$ cat config.mk
export PLATFORM = sky130hd
export DESIGN_NAME = qmv_front
export DESIGN_NICKNAME = d
export VERILOG_FILES = /design/src/qmv_pkg.sv /design/src/qmv_front.sv
export SDC_FILE = /design/constraint.sdc
export NUM_CORES = 1
export LEC_CHECK = 0
export CORE_ASPECT_RATIO = 1.2
export CORE_MARGIN = 2
export CORE_UTILIZATION = 50
export DETAILED_ROUTE_END_ITERATION = 10
export DONT_BUFFER_PORTS = 1
export HOLD_SLACK_MARGIN = 0.08
export PLACE_DENSITY_LB_ADDON = 0.2
export RECOVER_POWER = 100
export SLEW_MARGIN = 15
export SYNTH_ARGS = -nofsm -noshare
export SYNTH_HDL_FRONTEND = slang
export SYNTH_SLANG_ARGS = --single-unit
$ cat constraint.sdc
create_clock -name clk -period 3.8 [get_ports clk]
set_input_delay 0.38 -clock clk [delete_from_list [all_inputs] [get_ports clk]]
set_output_delay 0.38 -clock clk [all_outputs]
set_load 0.01 [all_outputs]
$ cat src/qmv_pkg.sv
`default_nettype none

package qmv_pkg;

  // Default size of the activation store in elements
  localparam int MAX_ELEMENTS_DEF = 4096;

  // Queue depths between front, back and result port
  localparam int MID_DEPTH = 4;
  localparam int OUT_DEPTH = 8;

  // Configuration port
  localparam int CFG_IW = 2;
  localparam int CFG_DW = 16;

  localparam logic [CFG_IW-1:0] CFG_ZERO_POINT   = 2'd0;
  localparam logic [CFG_IW-1:0] CFG_VECTOR_PAIRS = 2'd1;
  localparam logic [CFG_IW-1:0] CFG_ROW_COUNT    = 2'd2;

  // Register reset values
  localparam logic [7:0]  ZERO_POINT_RST   = 8'h80;
  localparam logic [11:0] VECTOR_PAIRS_RST = 12'd2048;
  localparam logic [15:0] ROW_COUNT_RST    = 16'd1;

  typedef enum logic {
    CMD_LOAD   = 1'b0,
    CMD_WEIGHT = 1'b1
  } cmd_t;

  // Classified item handed from front to back
  typedef struct packed {
    cmd_t               cmd;
    logic               first;
    logic               last_pair;
    logic               final_row;
    logic signed [7:0]  code_even;
    logic signed [7:0]  code_odd;
    logic signed [19:0] row_sum;
  } item_t;

  // Finished row result
  typedef struct packed {
    logic               last_row;
    logic signed [31:0] row_result;
  } res_t;

endpackage

`default_nettype wire

$ cat src/qmv_front.sv
`default_nettype none

module qmv_front #(
  parameter int MAX_ELEMENTS = qmv_pkg::MAX_ELEMENTS_DEF
) (
  input  wire logic                              clk,
  input  wire logic                              rst_n,
  input  wire logic [11:0]                       vector_pairs,
  input  wire logic [15:0]                       row_count,
  input  wire logic                              accept,
  input  wire qmv_pkg::cmd_t                     command,
  input  wire logic signed [7:0]                 code_even,
  input  wire logic signed [7:0]                 code_odd,
  input  wire logic signed [19:0]                row_sum,
  output logic                                   push,
  output qmv_pkg::item_t                         item,
  output logic [$clog2(MAX_ELEMENTS/2)-1:0]      slot
);

  localparam int PW = $clog2(MAX_ELEMENTS/2);
  localparam int AW = (PW + 1 > 12) ? PW + 1 : 12;

  logic [PW-1:0] pos_r, pos_nxt;
  logic [15:0]   row_r, row_nxt;
  logic [AW-1:0] pairs_eff;
  logic [AW-1:0] pos_inc;
  logic [15:0]   rows_eff;
  logic          last_pair;
  logic          final_row;

  // effective pair and row counts after clamping
  always_comb begin
    if (vector_pairs == '0) begin
      pairs_eff = AW'(1);
    end else if (AW'(vector_pairs) > AW'(MAX_ELEMENTS/2)) begin
      pairs_eff = AW'(MAX_ELEMENTS/2);
    end else begin
      pairs_eff = AW'(vector_pairs);
    end
    rows_eff = (row_count == '0) ? 16'd1 : row_count;
  end

  // classify the beat against the current positions
  always_comb begin
    pos_inc   = AW'(pos_r) + AW'(1);
    last_pair = (pos_inc >= pairs_eff);
    final_row = ({1'b0, row_r} + 17'd1 >= {1'b0, rows_eff});
    slot      = (AW'(pos_r) < pairs_eff) ? pos_r : PW'(pairs_eff - AW'(1));

    item.cmd       = command;
    item.first     = (pos_r == '0);
    item.last_pair = last_pair;
    item.final_row = final_row;
    item.code_even = code_even;
    item.code_odd  = code_odd;
    item.row_sum   = row_sum;
    push           = accept;
  end

  // position update
  always_comb begin
    pos_nxt = pos_r;
    row_nxt = row_r;
    if (accept) begin
      pos_nxt = last_pair ? '0 : PW'(pos_inc);
      if (command == qmv_pkg::CMD_LOAD) begin
        row_nxt = '0;
      end else if (last_pair) begin
        row_nxt = final_row ? '0 : row_r + 16'd1;
      end
    end
  end

  always_ff @(posedge clk) begin
    if (!rst_n) begin
      pos_r <= '0;
      row_r <= '0;
    end else begin
      pos_r <= pos_nxt;
      row_r <= row_nxt;
    end
  end

endmodule

`default_nettype wire

* After elaboration in Yosys (flattened, before gate mapping)
Cells that the tools add are included.
Word-level totals: bits in latches 0, bits in read-only memories 0, memories kept 0, RAM bits 0, register bits after elaboration 27
Operators by class: $mul 0, shifts and indexed selects 0, eq/ne operators 1, muxes and demuxes 8, div/mod/pow operators 0, reductions and logical operators 4, $lt $le $gt $ge 4, add/subtract/negate cells 4, bitwise logic cells 0
Operators by type and width (number):
- 16-bit 2-to-1 mux | 4
- 12-bit 2-to-1 mux | 2
- 11-bit 2-to-1 mux | 2
- 16-bit by 1-bit adder with 17-bit output, second input constant | 1
- 17-bit by 16-bit greater-or-equal comparator with 1-bit output | 1
- 16-bit by 1-bit adder with 16-bit output, second input constant | 1
- 16-bit logical NOT | 1
- 11-bit by 1-bit adder with 12-bit output, second input constant | 1
- 12-bit greater-or-equal comparator | 1
- 12-bit greater-than comparator, second input constant | 1
- 12-bit logical NOT | 1
- 11-bit by 12-bit < comparator with 1-bit output | 1
- 11-bit logical NOT | 1
- 11-bit by 1-bit subtractor with 11-bit output, second input constant | 1
- 2-bit by 1-bit inequality test with 1-bit output, second input constant | 1
- 2-bit AND reduction | 1

* Longest topological paths before layout
word-level depth 6, mapped depth 15

* Least setup slack after synthesis
Ideal clock, no wire load.
path type in2out, start point in vector_pairs[1], end point out slot[2], path slack 0.352 ns, stages 12, arrival time 3.068 ns, path through or2_2 -> or4_1 -> nor3b_1 -> o21ai_0 -> ha_1 -> o21a_1 -> o211ai_1 -> nand2_1 -> o211ai_1 -> a31oi_1 -> clkbuf_1 -> mux2_2
On the way: longest elaborated chain between the ends 5
RTL lines:
- start, declared | RTL line qmv_front.sv:8 | input wire logic [11:0] vector_pairs,
- 12-bit greater-than comparator | RTL line qmv_front.sv:35 | end else if (AW'(vector_pairs) > AW'(MAX_ELEMENTS/2)) begin
- 12-bit 2-to-1 mux | RTL line qmv_front.sv:35
- 12-bit 2-to-1 mux * | RTL line qmv_front.sv:33 | if (vector_pairs == '0) begin
- 11-bit by 1-bit subtractor with 11-bit output or 11-bit by 12-bit < comparator with 1-bit output (tied branches) | RTL line qmv_front.sv:48 | slot = (AW'(pos_r) < pairs_eff) ? pos_r : PW'(pairs_eff - AW'(1));
- 11-bit 2-to-1 mux * | RTL line qmv_front.sv:48
- end, declared | RTL line qmv_front.sv:17 | output logic [$clog2(MAX_ELEMENTS/2)-1:0] slot
Mark *: on every way between the ends. The rest lies on a longest branch, timed or not.

* Worst setup path in the final report
start point reg row_r[3], end point reg row_r[12]
On the way: longest elaborated chain between the ends 5
RTL lines:
- start, declared | RTL line qmv_front.sv:24 | logic [15:0] row_r, row_nxt;
- start signal, assigned | RTL line qmv_front.sv:80 | row_r <= row_nxt;
- 16-bit by 1-bit adder with 17-bit output | RTL line qmv_front.sv:47 | final_row = ({1'b0, row_r} + 17'd1 >= {1'b0, rows_eff});
- 17-bit by 16-bit greater-or-equal comparator with 1-bit output | RTL line qmv_front.sv:47
- 16-bit 2-to-1 mux * | RTL line qmv_front.sv:69 | row_nxt = final_row ? '0 : row_r + 16'd1;
- 16-bit 2-to-1 mux * | RTL line qmv_front.sv:68 | end else if (last_pair) begin
- 16-bit 2-to-1 mux * | RTL line qmv_front.sv:66 | if (command == qmv_pkg::CMD_LOAD) begin
Mark *: on every way between the ends. The rest lies on a longest branch, timed or not. The select of a mux whose other input is x is not followed. A chain may end at the register's enable or synchronous reset.

==> impl_metrics.yaml <==
synth:
  seq_area_frac_synth: 0.171
  synthArstFlopShare: 0
  synth_cell_types: 51
  synth_edf_count: 0
  synth_ff_type: "dfxtp_1"
  synth_fp_nets: 507
  syn-instance-count: 396
  ys_warn_count: 0
  ys_seq_elements: 27
  synth.avg_cell_area_um2: 7.97
  synth_area_um2: 3150
place:
  dpl.cell_count: 434
  place_ws_ns: 0.195
  io_buffer_count: 0
  dpl.hpwl_um: 5850
  place.gp.congestion: 0.890
routing:
  drcViolationCount: 0
  wl_per_cell_um: 16.5
  vias_per_cell: 5.97
  vias: 2616
  first_pass_iters: 4
  drt_wl_total_um: 7210
  drt_iter0_markers: 122
  ant_nets: 0
floorplan:
  rows: 31
  num_io_pins: 120
  initial_core_util: 0.521
  fp.dieH_um: 91.0
  dieArea_um2: 6960
  die_x_um: 76.5
  core_region_area_um2: 6050
timing:
  setup-tns-final_ns: 0
  setup_violations: 0
  rsz0062_at_grt: "false"
  timing.fmax_mhz: 279
  slew_viol_final: 0
  period_share: 0.944
  setup_ws_ns: 0.214
  max_slew_margin: 0.664
  layout_min_cycle_time_ns: 3.59
  hold_viol: 0
  worstMarginPinSlew_ns: 0.499
  fin_skew_ns: 0.00704
cells_and_area:
  area_growth_syn_to_layout_pct: -4.48
  final_nets: 468
  finalNonFillerCells: 438
  layout-drive-gt1-share: 0.0815
  n_antenna_cell: 0
clocking:
  cts_max_level: 1
  cts_max_path_buffers: 2
  root_buffer: "clkbuf_8"
  clock_latency_ns: 0.29
  clkTransAtPathRegs_ns: 0.10
  numCtsBuffers: 3
  cts.sinks: 27
  cts_tree: "built"
worst_setup_path:
  critPathRequiredTime_ns: 3.99
  crit_path_start_kind: "flip-flop"
  path_cells: "and3_1 -> nand3_1 -> or2_0 -> nor4_1 -> xor2_1 -> ha_1 -> and3_1 -> nand4_1 -> o221a_1 -> and4_1 -> and3_4 -> a221o_1"
  cp.arrival_ns: 3.78
  crit_top_cell: "and3_1"
  worst_setup_path_end_kind: "flip-flop"
  path_delay_family: "simple AND/OR/NAND/NOR gates"
  worstSetupPathType: "flip-flop to flip-flop"
  rr_startpoint: "row_r[3]"
  r2r_slack_ns: 0.21
  worstRegToRegCells: 12
  slowest_delay_ns: 0.43
  critPathMaxFanout: 13
  crit_buf_inv: 0
  cp_slowest_cell: "dfxtp_1"
  rr_endpoint: "row_r[12]"
global_route:
  grt_pass1_vias: 2671
  grt_max_degree: 18
  grt_pass1_wl_um: 12200
  grt_usage: 0.212
  overflow: 0
  antenna_found_initial: 0
min_path:
  min_to: "pos_r[1]"
  hold_path.class: "primary input to flip-flop"
  min_from: "rst_n"
  min_path_cells: 1
job:
  drv_cap: 0
outcome:
  status: "finished, final reports clean"
pwr:
  irDropWorstVdd_mv: 0.109
  p_leak_uw: 0.00132
  p_per_area_nw_per_um2: 187
  p_total_uw: 563
[cell usage in the layout, fill, tap and decap left out, drive strengths merged, types with 4 or more instances in the layout]
cell type | Yosys | final
ha | 43 | 43
nand2 | 42 | 42
dfxtp | 27 | 27
inv | 26 | 26
nand3 | 21 | 21
xnor2 | 16 | 16
nor2 | 13 | 13
a21boi | 11 | 11
a22o | 11 | 11
nand4 | 10 | 10
xor2 | 10 | 10
a21oi | 10 | 10
nor4 | 9 | 9
o21ai | 9 | 9
o211ai | 9 | 9
mux2 | 9 | 9
and3 | 9 | 9
o21a | 6 | 6
buf | 45 | 6
nor3 | 5 | 5
and4 | 5 | 5
clkbuf | 7 | 5
and2 | 4 | 4
nor2b | 4 | 4
[logic make-up after synthesis]
logic type                 Yosys count  synth area share
AOI/OAI and AO/OA                   79             0.184
xor gates and xnor gates            26            0.0722
adders and majority gates           43             0.171
buffers and inverters               79             0.148
DFF                                 27             0.171
muxes                               12            0.0417
and+or+nand+nor                    130             0.213
[flip-flops by register name, indices dropped and copies added, names as in the netlist]
register / flops
row_r: 16
pos_r: 11
[stage by stage]
step	hold slack, ns	area, um^2	utilization
final	0.230	3010	0.498
after global routing	0.226	3010	0.498
after CTS	0.230	3000	0.496
after detailed placement	0.507	2950	0.488
after global placement	0.493	2950	0.488
after floorplan	0.464	3150	-
[worst max path at each step]
stage,start,to,depth (start not counted)
after floorplan,vector_pairs[1],slot[2],12
after global placement,row_r[0],row_r[12],12
after detailed placement,row_r[0],row_r[12],12
after CTS,row_r[0],item[36],11
after global routing,row_r[1],item[36],11
final,row_r[3],row_r[12],12
[cell type report]
cell class	instances	area, um^2
Clock inverter	1	7.51
Tap cell	82	103
Clock buffer	3	41.3
Fill cell	617	3040
Inverter	27	101
Multi-Input combinational cell	290	2160
Sequential cell	27	546
Timing Repair Buffer	8	52.6
[synthesized netlist by cell type, types with 2 or more instances]
cell type / n / share of area
a211o_1: 3 / 0.0083
xnor2_1: 16 / 0.044
nor3_1: 5 / 0.0079
clkbuf_1: 7 / 0.0083
nand4_1: 10 / 0.020
ha_1: 43 / 0.17
dfxtp_1: 27 / 0.17
nor2b_1: 4 / 0.0079
buf_4: 43 / 0.10
a211oi_1: 3 / 0.0071
o21a_1: 6 / 0.014
a221o_1: 2 / 0.0063
and2_1: 4 / 0.0079
a22o_1: 11 / 0.031
nor4_1: 9 / 0.018
or2_2: 3 / 0.0060
inv_1: 26 / 0.031
a41o_1: 2 / 0.0063
and4_1: 4 / 0.011
o21ai_0: 9 / 0.014
nand2_1: 42 / 0.050
o211ai_1: 9 / 0.021
xor2_1: 10 / 0.028
a31oi_1: 2 / 0.0040
a21oi_1: 10 / 0.016
a22oi_1: 2 / 0.0048
and3_1: 8 / 0.016
mux2_2: 9 / 0.032
a21boi_0: 11 / 0.026
mux2i_1: 3 / 0.0095
nor2_1: 13 / 0.015
nand3_1: 21 / 0.033
[worst register-to-register path, delay by kind of cell (launching register included)]
kind | cells | cell delay, ns
flops | 1 | 0.43
fa+ha+maj | 1 | 0.33
xor+xnor | 1 | 0.16
compound gates | 2 | 0.59
simple gates | 8 | 1.99
[where the power goes]
part           switching (uW)  internal [uW]  leakage, uW
Sequential               2.96            284     0.000219
Combinational            56.0           43.1      0.00108
Clock                     103           74.9    0.0000217
[timing repair]
| action | CTS | global route |
|---|---|---|
| resized for setup | 0 | 7 |
| hold buffers | 0 | 0 |
| buffers inserted | 0 | 0 |
| setup endpoints to repair | 0 | 2 |
[layer usage]
metal,up-vias,share of wire,GRT usage
met5,-,0,0
met4,0,0.018,0.0652
met3,13,0.036,0.0368
met2,72,0.55,0.414
met1,1223,0.39,0.228
li1,1308,-,-
(Power assumes the default switching activity.)
