`src/qmv_fifo.sv`:
```
`default_nettype none

module qmv_fifo #(
  parameter int W     = 8,
  parameter int DEPTH = 4
) (
  input  wire logic                         clk,
  input  wire logic                         rst_n,
  input  wire logic                         push,
  input  wire logic [W-1:0]                 din,
  output logic                              full,
  input  wire logic                         pop,
  output logic [W-1:0]                      dout,
  output logic                              empty,
  output logic [$clog2(DEPTH+1)-1:0]        count
);

  localparam int AW = $clog2(DEPTH);
  localparam int CW = $clog2(DEPTH+1);

  logic [W-1:0]  mem [DEPTH];
  logic [AW-1:0] wr_ptr_r, wr_ptr_nxt;
  logic [AW-1:0] rd_ptr_r, rd_ptr_nxt;
  logic [CW-1:0] count_r, count_nxt;
  logic          do_push, do_pop;

  assign full    = (count_r == CW'(DEPTH));
  assign empty   = (count_r == '0);
  assign count   = count_r;
  assign dout    = mem[rd_ptr_r];
  assign do_push = push && !full;
  assign do_pop  = pop && !empty;

  // pointer and fill bookkeeping
  always_comb begin
    wr_ptr_nxt = do_push ? wr_ptr_r + AW'(1) : wr_ptr_r;
    rd_ptr_nxt = do_pop  ? rd_ptr_r + AW'(1) : rd_ptr_r;
    count_nxt  = count_r;
    if (do_push && !do_pop) begin
      count_nxt = count_r + CW'(1);
    end else if (do_pop && !do_push) begin
      count_nxt = count_r - CW'(1);
    end
  end

  always_ff @(posedge clk) begin
    if (!rst_n) begin
      wr_ptr_r <= '0;
      rd_ptr_r <= '0;
      count_r  <= '0;
    end else begin
      wr_ptr_r <= wr_ptr_nxt;
      rd_ptr_r <= rd_ptr_nxt;
      count_r  <= count_nxt;
    end
  end

  // storage
  always_ff @(posedge clk) begin
    if (do_push) begin
      mem[wr_ptr_r] <= din;
    end
  end

endmodule

`default_nettype wire

```
`config.mk`:
```
export PLATFORM = sky130hd
export DESIGN_NAME = qmv_fifo
export DESIGN_NICKNAME = d
export VERILOG_FILES = /design/src/qmv_fifo.sv
export SDC_FILE = /design/constraint.sdc
export NUM_CORES = 1
export LEC_CHECK = 0
export ABC_AREA = 1
export BUFFER_PORTS_ARGS = -buffer_cell sky130_fd_sc_hd__buf_4
export CORE_MARGIN = 1.5
export CORE_UTILIZATION = 52
export CTS_BUF_LIST = sky130_fd_sc_hd__clkbuf_8
export DETAILED_ROUTE_END_ITERATION = 7
export GPL_TIMING_DRIVEN = 0
export HOLD_SLACK_MARGIN = 0.02
export PLACE_DENSITY = 0.77
export SYNTH_ARGS = -nofsm -noshare
export SYNTH_HDL_FRONTEND = slang
export SYNTH_SLANG_ARGS = --single-unit
export TNS_END_PERCENT = 30
```
`constraint.sdc`:
```
create_clock -name clk -period 1.7 [get_ports clk]
set_clock_uncertainty 0.1 [all_clocks]
set_input_delay 0.34 -clock clk [delete_from_list [all_inputs] [get_ports clk]]
set_output_delay 0.34 -clock clk [all_outputs]
set_load 0.1 [all_outputs]
```
# ---- Yosys cells after proc, flatten, opt, wreduce, memory -nomap -nowiden
# Memory sizes are Yosys's and may differ from the RTL's. A register that Yosys moved wholly into a read port is not among the register bits.
# Index checks and enable logic that the tools add are counted.
# W data, S select, Z words.
dict set report op_classes {
  n_addsub 4
  eq_ne 1
  mux 6
  reduce_logical 10
}
# cell count
set op_table {}
lappend op_table {{$mux W3} 2}
lappend op_table {{$add A2 B1 Y2 const B} 2}
lappend op_table {{$logic_and A1 B1 Y1} 4}
lappend op_table {{$logic_not A1 Y1} 4}
lappend op_table {{$mux W2} 2}
lappend op_table {{$add A3 B1 Y3 const B} 1}
lappend op_table {{$eq A3 B3 Y1 const B} 1}
lappend op_table {{$logic_not A3 Y1} 1}
lappend op_table {{$sub A3 B1 Y3 const B} 1}
lappend op_table {{$mux W1} 2}
lappend op_table {{$reduce_bool A2 Y1} 1}
dict set report word_totals {
  ff_bits 7
  mem_bits_rw 32
  inputBits 12
  output_inout_bits 13
  word_cells 25
  n_memories 1
}
# name depth width read_ports rd_clocked_by_memory_dff write_ports line_no
set memory_table {}
lappend memory_table {mem 4 8 1 1 1 21} ;# logic [W-1:0] mem [DEPTH];

# ---- Longest topological paths before layout
# Gate-level depths: netlist (run 1).
dict set report logic_depth {
  ltp_word 7
  mapped_depth 13
  depth_no_buf 13
}

# ---- Least setup slack after synthesis (run 1)
# No wires, ideal clock.
dict set report synth_timing {
  kind {reg-to-reg}
  from {register count_r[1], in the netlist count[1]}
  to {register count_r[2], in the netlist count[2]}
  setup_time_ps 113
  arrival_time_ps 2349
  required_ps 1487
  setup_slack_ps -863
  stages_incl_launch_ff 14
  path_buffers 0
  synth_period_minus_slack_ps 2563
  cell_sequence {dfxtp_1 -> nor2_1 -> nand2_1 -> nand2_2 -> inv_1 -> ha_1 -> inv_1 -> fa_1 -> inv_1 -> nand2_1 -> nand3_1 -> nand2_1 -> nand2_1 -> nor2_1}
}
dict set report synth_between {
  elab_chain_len 6
  word_cells_on_any_way 15
  classes_between {add/sub: 2; eq/ne: 1; mux: 2; reduce/logical: 10}
}
# element line_no
set synth_rtl {}
lappend synth_rtl {{from (decl)} 24} ;# logic [CW-1:0] count_r, count_nxt;
lappend synth_rtl {{from (signal assigned)} 54} ;# count_r <= count_nxt;
lappend synth_rtl {{$eq A3 B3 Y1 (*)} 27} ;# assign full = (count_r == CW'(DEPTH));
lappend synth_rtl {{$logic_not A1 Y1 (*)} 31} ;# assign do_push = push && !full;
lappend synth_rtl {{$logic_and A1 B1 Y1 (*)} 31}
lappend synth_rtl {{via do_push} 25} ;# logic do_push, do_pop;
lappend synth_rtl {{$logic_not A1 Y1} 41} ;# end else if (do_pop && !do_push) begin
lappend synth_rtl {{$logic_and A1 B1 Y1} 41}
lappend synth_rtl {{$reduce_bool A2 Y1 (no source line)} n/a}
# The timed path passes the listed nets; every way through them passes the cells marked *. The select of a mux whose other input is x is not followed.
# A chain may end at the register's enable or synchronous reset.

==> summary.txt, run 1 <==
Global routing
  – Wire length of the first global-routing pass: roughly 6200 µm
  – GR Overflow Total: 0
  – Vias in the first global route: ~1300
  – Pin count of the biggest net entering global routing: 14
  – Overall routing resource usage: approximately 25%
  – Initial antenna violation count: 0

Die
  – Site Rows: 20
  – Die height: ~60 µm
  – Die area: 3590 µm²
  – Core area: approximately 3000 µm²
  – Chip Width: about 60 µm
  – Num ports: 25
  – Initial Util: a little over half

Drt
  – Detail Route Antenna Nets: 0
  – Drc violations: 0
  – Via count: ~1200
  – DR WL/cell: 17.7 µm
  – Via density: approximately 5.3
  – DR iter-0 viols: 57
  – Final wirelength: between 4000 and 5000 µm
  – TritonRoute pass-1 iters: 4

STA
  – Max_slew headroom: between 60% and 70%
  – Unrepaired setup endpoints after global routing: true
  – Worst Max-Slew Pin Slew: ~0.50 ns
  – Minimum clock period: roughly 1.8 ns
  – Final hold violation count: 0
  – Max Transition Viols Final: 0
  – Final setup margin: -0.125 ns
  – Fin Hold WS: 0.145 ns
  – Final period utilization: 107%
  – Final setup fails: 10
  – Setup tns final: -0.976 ns
  – Peak Freq: ~550 MHz

Power
  – Final Power: 5090 µW
  – LEAKAGE: 0.000965 µW
  – Max rail drop VDD: around 0.0013 V
  – PD cells: approximately 2000 nW/µm²

Layout
  – # nets final: ~200
  – Final core occ: about 84%
  – Fillers: 164
  – Layout area overhead: 54.0%
  – # diodes: 0
  – Share of cells above drive strength 1: approximately 52%
  – Most frequent cells in the layout: 32 x edfxtp_1, 18 x buf_4, 13 x inv_1
  – Commonest non-fill, non-tap cell in the layout: edfxtp_1

Yosys
  – Mapped Nets: approximately 160
  – Synth warnings: 0
  – Syn_area_per_cell: 11.5 µm²
  – Yosys top cell area share: a little under three fifths
  – Mapped cell area: around 1700 µm²
  – Synth area leaders: edfxtp_1 57%, dfxtp_1 11%, nor2_1 6.7%, o21ai_0 3.9%, inv_1 3.8%
  – Sequential fraction of the synthesis area: between 60 and 70%
  – Synth area leader: edfxtp_1
  – Seq cells post-synth: approximately 40
  – Yosys cell types: 18
  – Gate count after technology mapping: approximately 150

Clock tree
  – Clock Sinks: 41
  – CTS tree: built
  – Reg clk slew, reported paths: ~0.08 ns
  – CTS H-Tree Depth: 2
  – CTS root buf: clkbuf_8
  – Maximum root-to-sink buffer count: 2
  – Latest clock arrival within the worst-skew pair: 0.29 ns
  – Num CTS Buffers: 5
  – Post-CTS Hold Fix Bufs: 0

Setup path
  – CP endpoint kind: primary output
  – Critical Path Source Type: register
  – Critical Path RT: between 1 and 1.5 ns
  – WP data arrival: approximately 1.4 ns
  – Crit Path Class: register to primary output
  – CP Max Fanout: 5

Placement
  – GP Congestion: 0.699
  – Placement Setup Slack: -0.173 ns
  – PortBufs: 24
  – Hpwl dp: between 2000 and 2500 µm

Outcome
  – Status: complete, but fails checks
  – Failing checks: setup timing

Worst hold path
  – Worst hold path class: primary input to register

Flow run
  – Max-Cap Viols: 0
[sequential cells by signal (all words and copies together), names as in the netlist, named ones only]
register	count
mem	32
count	3
rd_ptr_r	2
wr_ptr_r	2
[metrics by stage]
step,instance area [µm²],instances
4_1_cts,2540,231
5_1_grt,2590,231
3_3_place_gp,2050,214
6_report,2590,231
3_5_place_dp,2050,214
2_1_floorplan,1820,146
[routing by layer]
metal  wire length, µm  part of all wire, %  up-vias  global-route usage (%)
met5                 0                    0        -                       0
met3               192                  4.7        8                    5.63
met1              1480                   36      604                    26.7
met2              2340                   57       42                    46.0
li1                  -                    -      578                       -
met4                74                  1.8        0                    13.0
[timing repair]
| item | 4_1_cts | 5_1_grt |
|---|---|---|
| resized for setup | 90 | 13 |
| buffers inserted | 7 | 0 |
| endpoints found under the setup margin | 27 | 28 |
| cloned | 2 | 0 |
| pin swaps | 15 | 5 |
[cell usage after synthesis]
| cell | n |
|---|---|
| fa_1 | 1 |
| dfxtp_1 | 9 |
| o21ai_0 | 13 |
| ha_1 | 5 |
| edfxtp_1 | 32 |
| o21ai_2 | 3 |
| inv_1 | 17 |
| nand2_1 | 13 |
| nand3_1 | 4 |
| buf_6 | 2 |
| inv_2 | 1 |
| nor2_1 | 30 |
| o22ai_1 | 8 |
| nand2_2 | 2 |
| nand3b_1 | 1 |
| a21oi_1 | 3 |
| xor2_1 | 1 |
| o21ai_1 | 1 |
[logic make-up (layout without fill, tap and decap cells)]
kind of cell | after synthesis | after routing | share of synthesized area [%]
simple gates | 50 | 50 | 12.0
xor+xnor | 1 | 1 | 0.520
compound gates | 28 | 28 | 9.58
buf+inv | 20 | 61 | 5.34
flops | 41 | 41 | 67.7
fa+ha+maj | 6 | 6 | 4.90
[path summary, 6_finish.rpt]
| path | endpoint | cells past startpoint | slack (ns) | start |
|---|---|---|---|---|
| setup / recovery | dout[2] | 4 | -0.12 | register |
| hold / removal | mem[0][6] | 1 | 0.14 | din[6] |
| setup reg to reg | count[1] | 9 | -0.10 | count[1] |
| hold reg to reg | register | 2 | 0.43 | rd_ptr_r[1] |
[cell type report]
class | count | area (µm²) | share of cell area [%]
sequential | 41 | 1160 | 44.7
multi-input combinational | 85 | 748 | 28.8
timing repair buffer | 33 | 433 | 16.7
inverter | 18 | 82.6 | 3.18
clock buffer | 5 | 68.8 | 2.65
tap | 44 | 55.1 | 2.12
buffer | 2 | 30.0 | 1.16
clock inverter | 3 | 17.5 | 0.675
[power breakdown]
part,internal (µW),switching (µW),leakage (µW)
Clock,283,329,0.0000439
Combinational,1140,1930,0.000551
Sequential,1260,148,0.000371
[critical path: stages, from the launching register on]
cell	delay (ns)
dfxtp_4	0.44
buf_12	0.15
o21ai_2	0.08
o22ai_4	0.22
buf_12	0.20
Note: power is estimated with default switching activity, not from simulation.
==> run 2: changes to the inputs <==
--- a/config.mk
+++ b/config.mk
@@ -13,7 +13,8 @@
 export DETAILED_ROUTE_END_ITERATION = 7
 export GPL_TIMING_DRIVEN = 0
 export HOLD_SLACK_MARGIN = 0.02
-export PLACE_DENSITY = 0.77
+export PLACE_DENSITY_LB_ADDON = 0.15
+export REMOVE_ABC_BUFFERS = 1
 export SYNTH_ARGS = -nofsm -noshare
 export SYNTH_HDL_FRONTEND = slang
 export SYNTH_SLANG_ARGS = --single-unit
==> run 2 against run 1 <==
The run still ends with setup timing left. Total power shrank 8.8%. Highest routed layer unchanged. Clock power shrank 5.1%. Worst hold slack gained 0.0083 ns. Fmax grew 3.6%. Setup slack gained 0.063 ns. Critical endpoint is now dout[4]. Non-clock buffer count grew 4. Cell count grew 1.7%. Die area is the same. Sequential power is essentially flat. Global-route usage shrank 3.2 points.
==> summary.txt, run 2 (synthesized netlist as in run 1, its figures left out) <==
Setup path
  – CP endpoint kind: primary output (unchanged)
  – WP data arrival: 1.32 ns (was 1.38 ns)
  – Critical Path Source Type: register (unchanged)
  – CP Max Fanout: 8 (was 5)
  – Crit Path Class: register to primary output (unchanged)
  – Critical Path RT: 1.26 ns (about the same)
  – R2r setup slk: -0.05 ns (was -0.10 ns)

Die
  – Num ports: 25 (unchanged)
  – Chip Width: 59.9 µm (unchanged)
  – Initial Util: 54.8% (unchanged)
  – Site Rows: 20 (unchanged)
  – Core area: 3080 µm² (unchanged)
  – Die area: 3590 µm² (unchanged)
  – Die height: 59.9 µm (unchanged)

Layout
  – Commonest non-fill, non-tap cell in the layout: edfxtp_1 (unchanged)
  – Max reg flops: 32 (unchanged)
  – Final core occ: 78.4% (was 84.3%)
  – Fillers: 201 (was 164)
  – Top reg by flops: mem (unchanged)
  – # nets final: 208 (was 204)
  – # diodes: 0 (unchanged)
  – Share of cells above drive strength 1: 46.1% (was 51.9%)
  – Most frequent cells in the layout: 32 x edfxtp_1, 23 x buf_4, 20 x nor2_1 (was 32 x edfxtp_1, 18 x buf_4, 13 x inv_1)
  – Layout area overhead: 43.1% (was 54.0%)

Drt
  – Final wirelength: 3590 µm (was 4080 µm)
  – Drc violations: 0 (unchanged)
  – Via count: 1209 (was 1232)
  – Detail Route Antenna Nets: 0 (unchanged)
  – DR WL/cell: 15.3 µm (was 17.7 µm)
  – DR iter-0 viols: 45 (was 57)
  – Via density: 5.14 (was 5.33)
  – TritonRoute pass-1 iters: 4 (unchanged)

Worst hold path
  – Worst hold path class: primary input to register (unchanged)

Outcome
  – Failing checks: setup timing (unchanged)
  – Status: complete, but fails checks (unchanged)

Placement
  – Hpwl dp: 2070 µm (was 2260 µm)
  – PortBufs: 24 (unchanged)
  – GP Congestion: 0.717 (was 0.699)

STA
  – Minimum clock period: 1.76 ns (was 1.82 ns)
  – Unrepaired setup endpoints after global routing: true (unchanged)
  – Final period utilization: 104% (was 107%)
  – Peak Freq: 567 MHz (was 548 MHz)
  – Final setup fails: 10 (unchanged)
  – Max_slew headroom: 67.7% (was 66.3%)
  – Final setup margin: -0.0623 ns (was -0.125 ns)
  – Worst Max-Slew Pin Slew: 0.484 ns (was 0.505 ns)
  – Fin Hold WS: 0.153 ns (was 0.145 ns)
  – Max Transition Viols Final: 0 (unchanged)
  – Setup tns final: -0.435 ns (was -0.976 ns)
  – Final hold violation count: 0 (unchanged)

Global routing
  – Wire length of the first global-routing pass: 5550 µm (was 6180 µm)
  – Initial antenna violation count: 0 (unchanged)
  – Vias in the first global route: 1285 (was 1291)
  – Overall routing resource usage: 21.9% (was 25.2%)
  – GR Overflow Total: 0 (unchanged)
  – Pin count of the biggest net entering global routing: 17 (was 14)

Clock tree
  – CTS tree: built (unchanged)
  – Num CTS Buffers: 5 (unchanged)
  – Post-CTS Hold Fix Bufs: 0 (unchanged)
  – CTS H-Tree Depth: 2 (unchanged)
  – Clock Sinks: 41 (unchanged)
  – Maximum root-to-sink buffer count: 2 (unchanged)
  – CTS root buf: clkbuf_8 (unchanged)
  – Reg clk slew, reported paths: 0.07 ns (was 0.08 ns)
  – Latest clock arrival within the worst-skew pair: 0.29 ns (about the same)

Power
  – Final Power: 4640 µW (was 5090 µW)
  – PD cells: 1920 nW/µm² (was 1960 nW/µm²)
  – Max rail drop VDD: 0.00137 V (was 0.00131 V)
  – LEAKAGE: 0.000958 µW (was 0.000965 µW)

Flow run
  – Max-Cap Viols: 0 (unchanged)
-- run 2: final cells by class --
cell class | count | area, µm² | share of cell area, %
clock buffer | 5 | 68.8 | 2.85
clock inverter | 3 | 13.8 | 0.571
inverter | 18 | 80.1 | 3.32
multi-input combinational | 85 | 612 | 25.4
sequential | 41 | 1160 | 47.9
tap | 44 | 55.1 | 2.28
timing repair buffer | 39 | 427 | 17.7
-- run 2: repair_timing --
item	in CTS	in global routing
pin swaps	17	7
buffers inserted	11	4
endpoints found under the setup margin	44	19
gates resized for setup	75	19
-- run 2: worst max-delay path: stages, from the launching register on --
cell and delay, ns:
dfxtp_4 0.44, buf_8 0.16, nor2_1 0.06, o22ai_2 0.17, buf_12 0.20
-- run 2: power by group --
part | internal [µW] | switching [µW]
sequential | 1250 | 120
combinational | 914 | 1780
clock | 278 | 303
total | 2440 | 2200
-- run 2: path summary, 6_finish.rpt --
check	start	end	cells after the start
setup / recovery	register	dout[4]	4
hold reg to reg	rd_ptr_r[0]	register	2
hold / removal	din[7]	mem[0][7]	1
setup reg to reg	count[1]	count[2]	11
-- run 2: routing by layer --
layer	share of wire (%)	track usage, %
met1	38	22.4
met2	57	41.5
met3	3.2	4.98
met5	0	0
met4	1.9	10.2
-- run 2: per-stage QoR --
stage / instances / instance area, µm² / setup WS, ns
finish: 235 / 2410 / -0.0623
global route: 235 / 2410 / -0.113
CTS: 231 / 2310 / -0.0936
detailed placement: 212 / 1900 / -0.339
global placement: 212 / 1900 / -0.248
floorplan: 144 / 1660 / -0.955
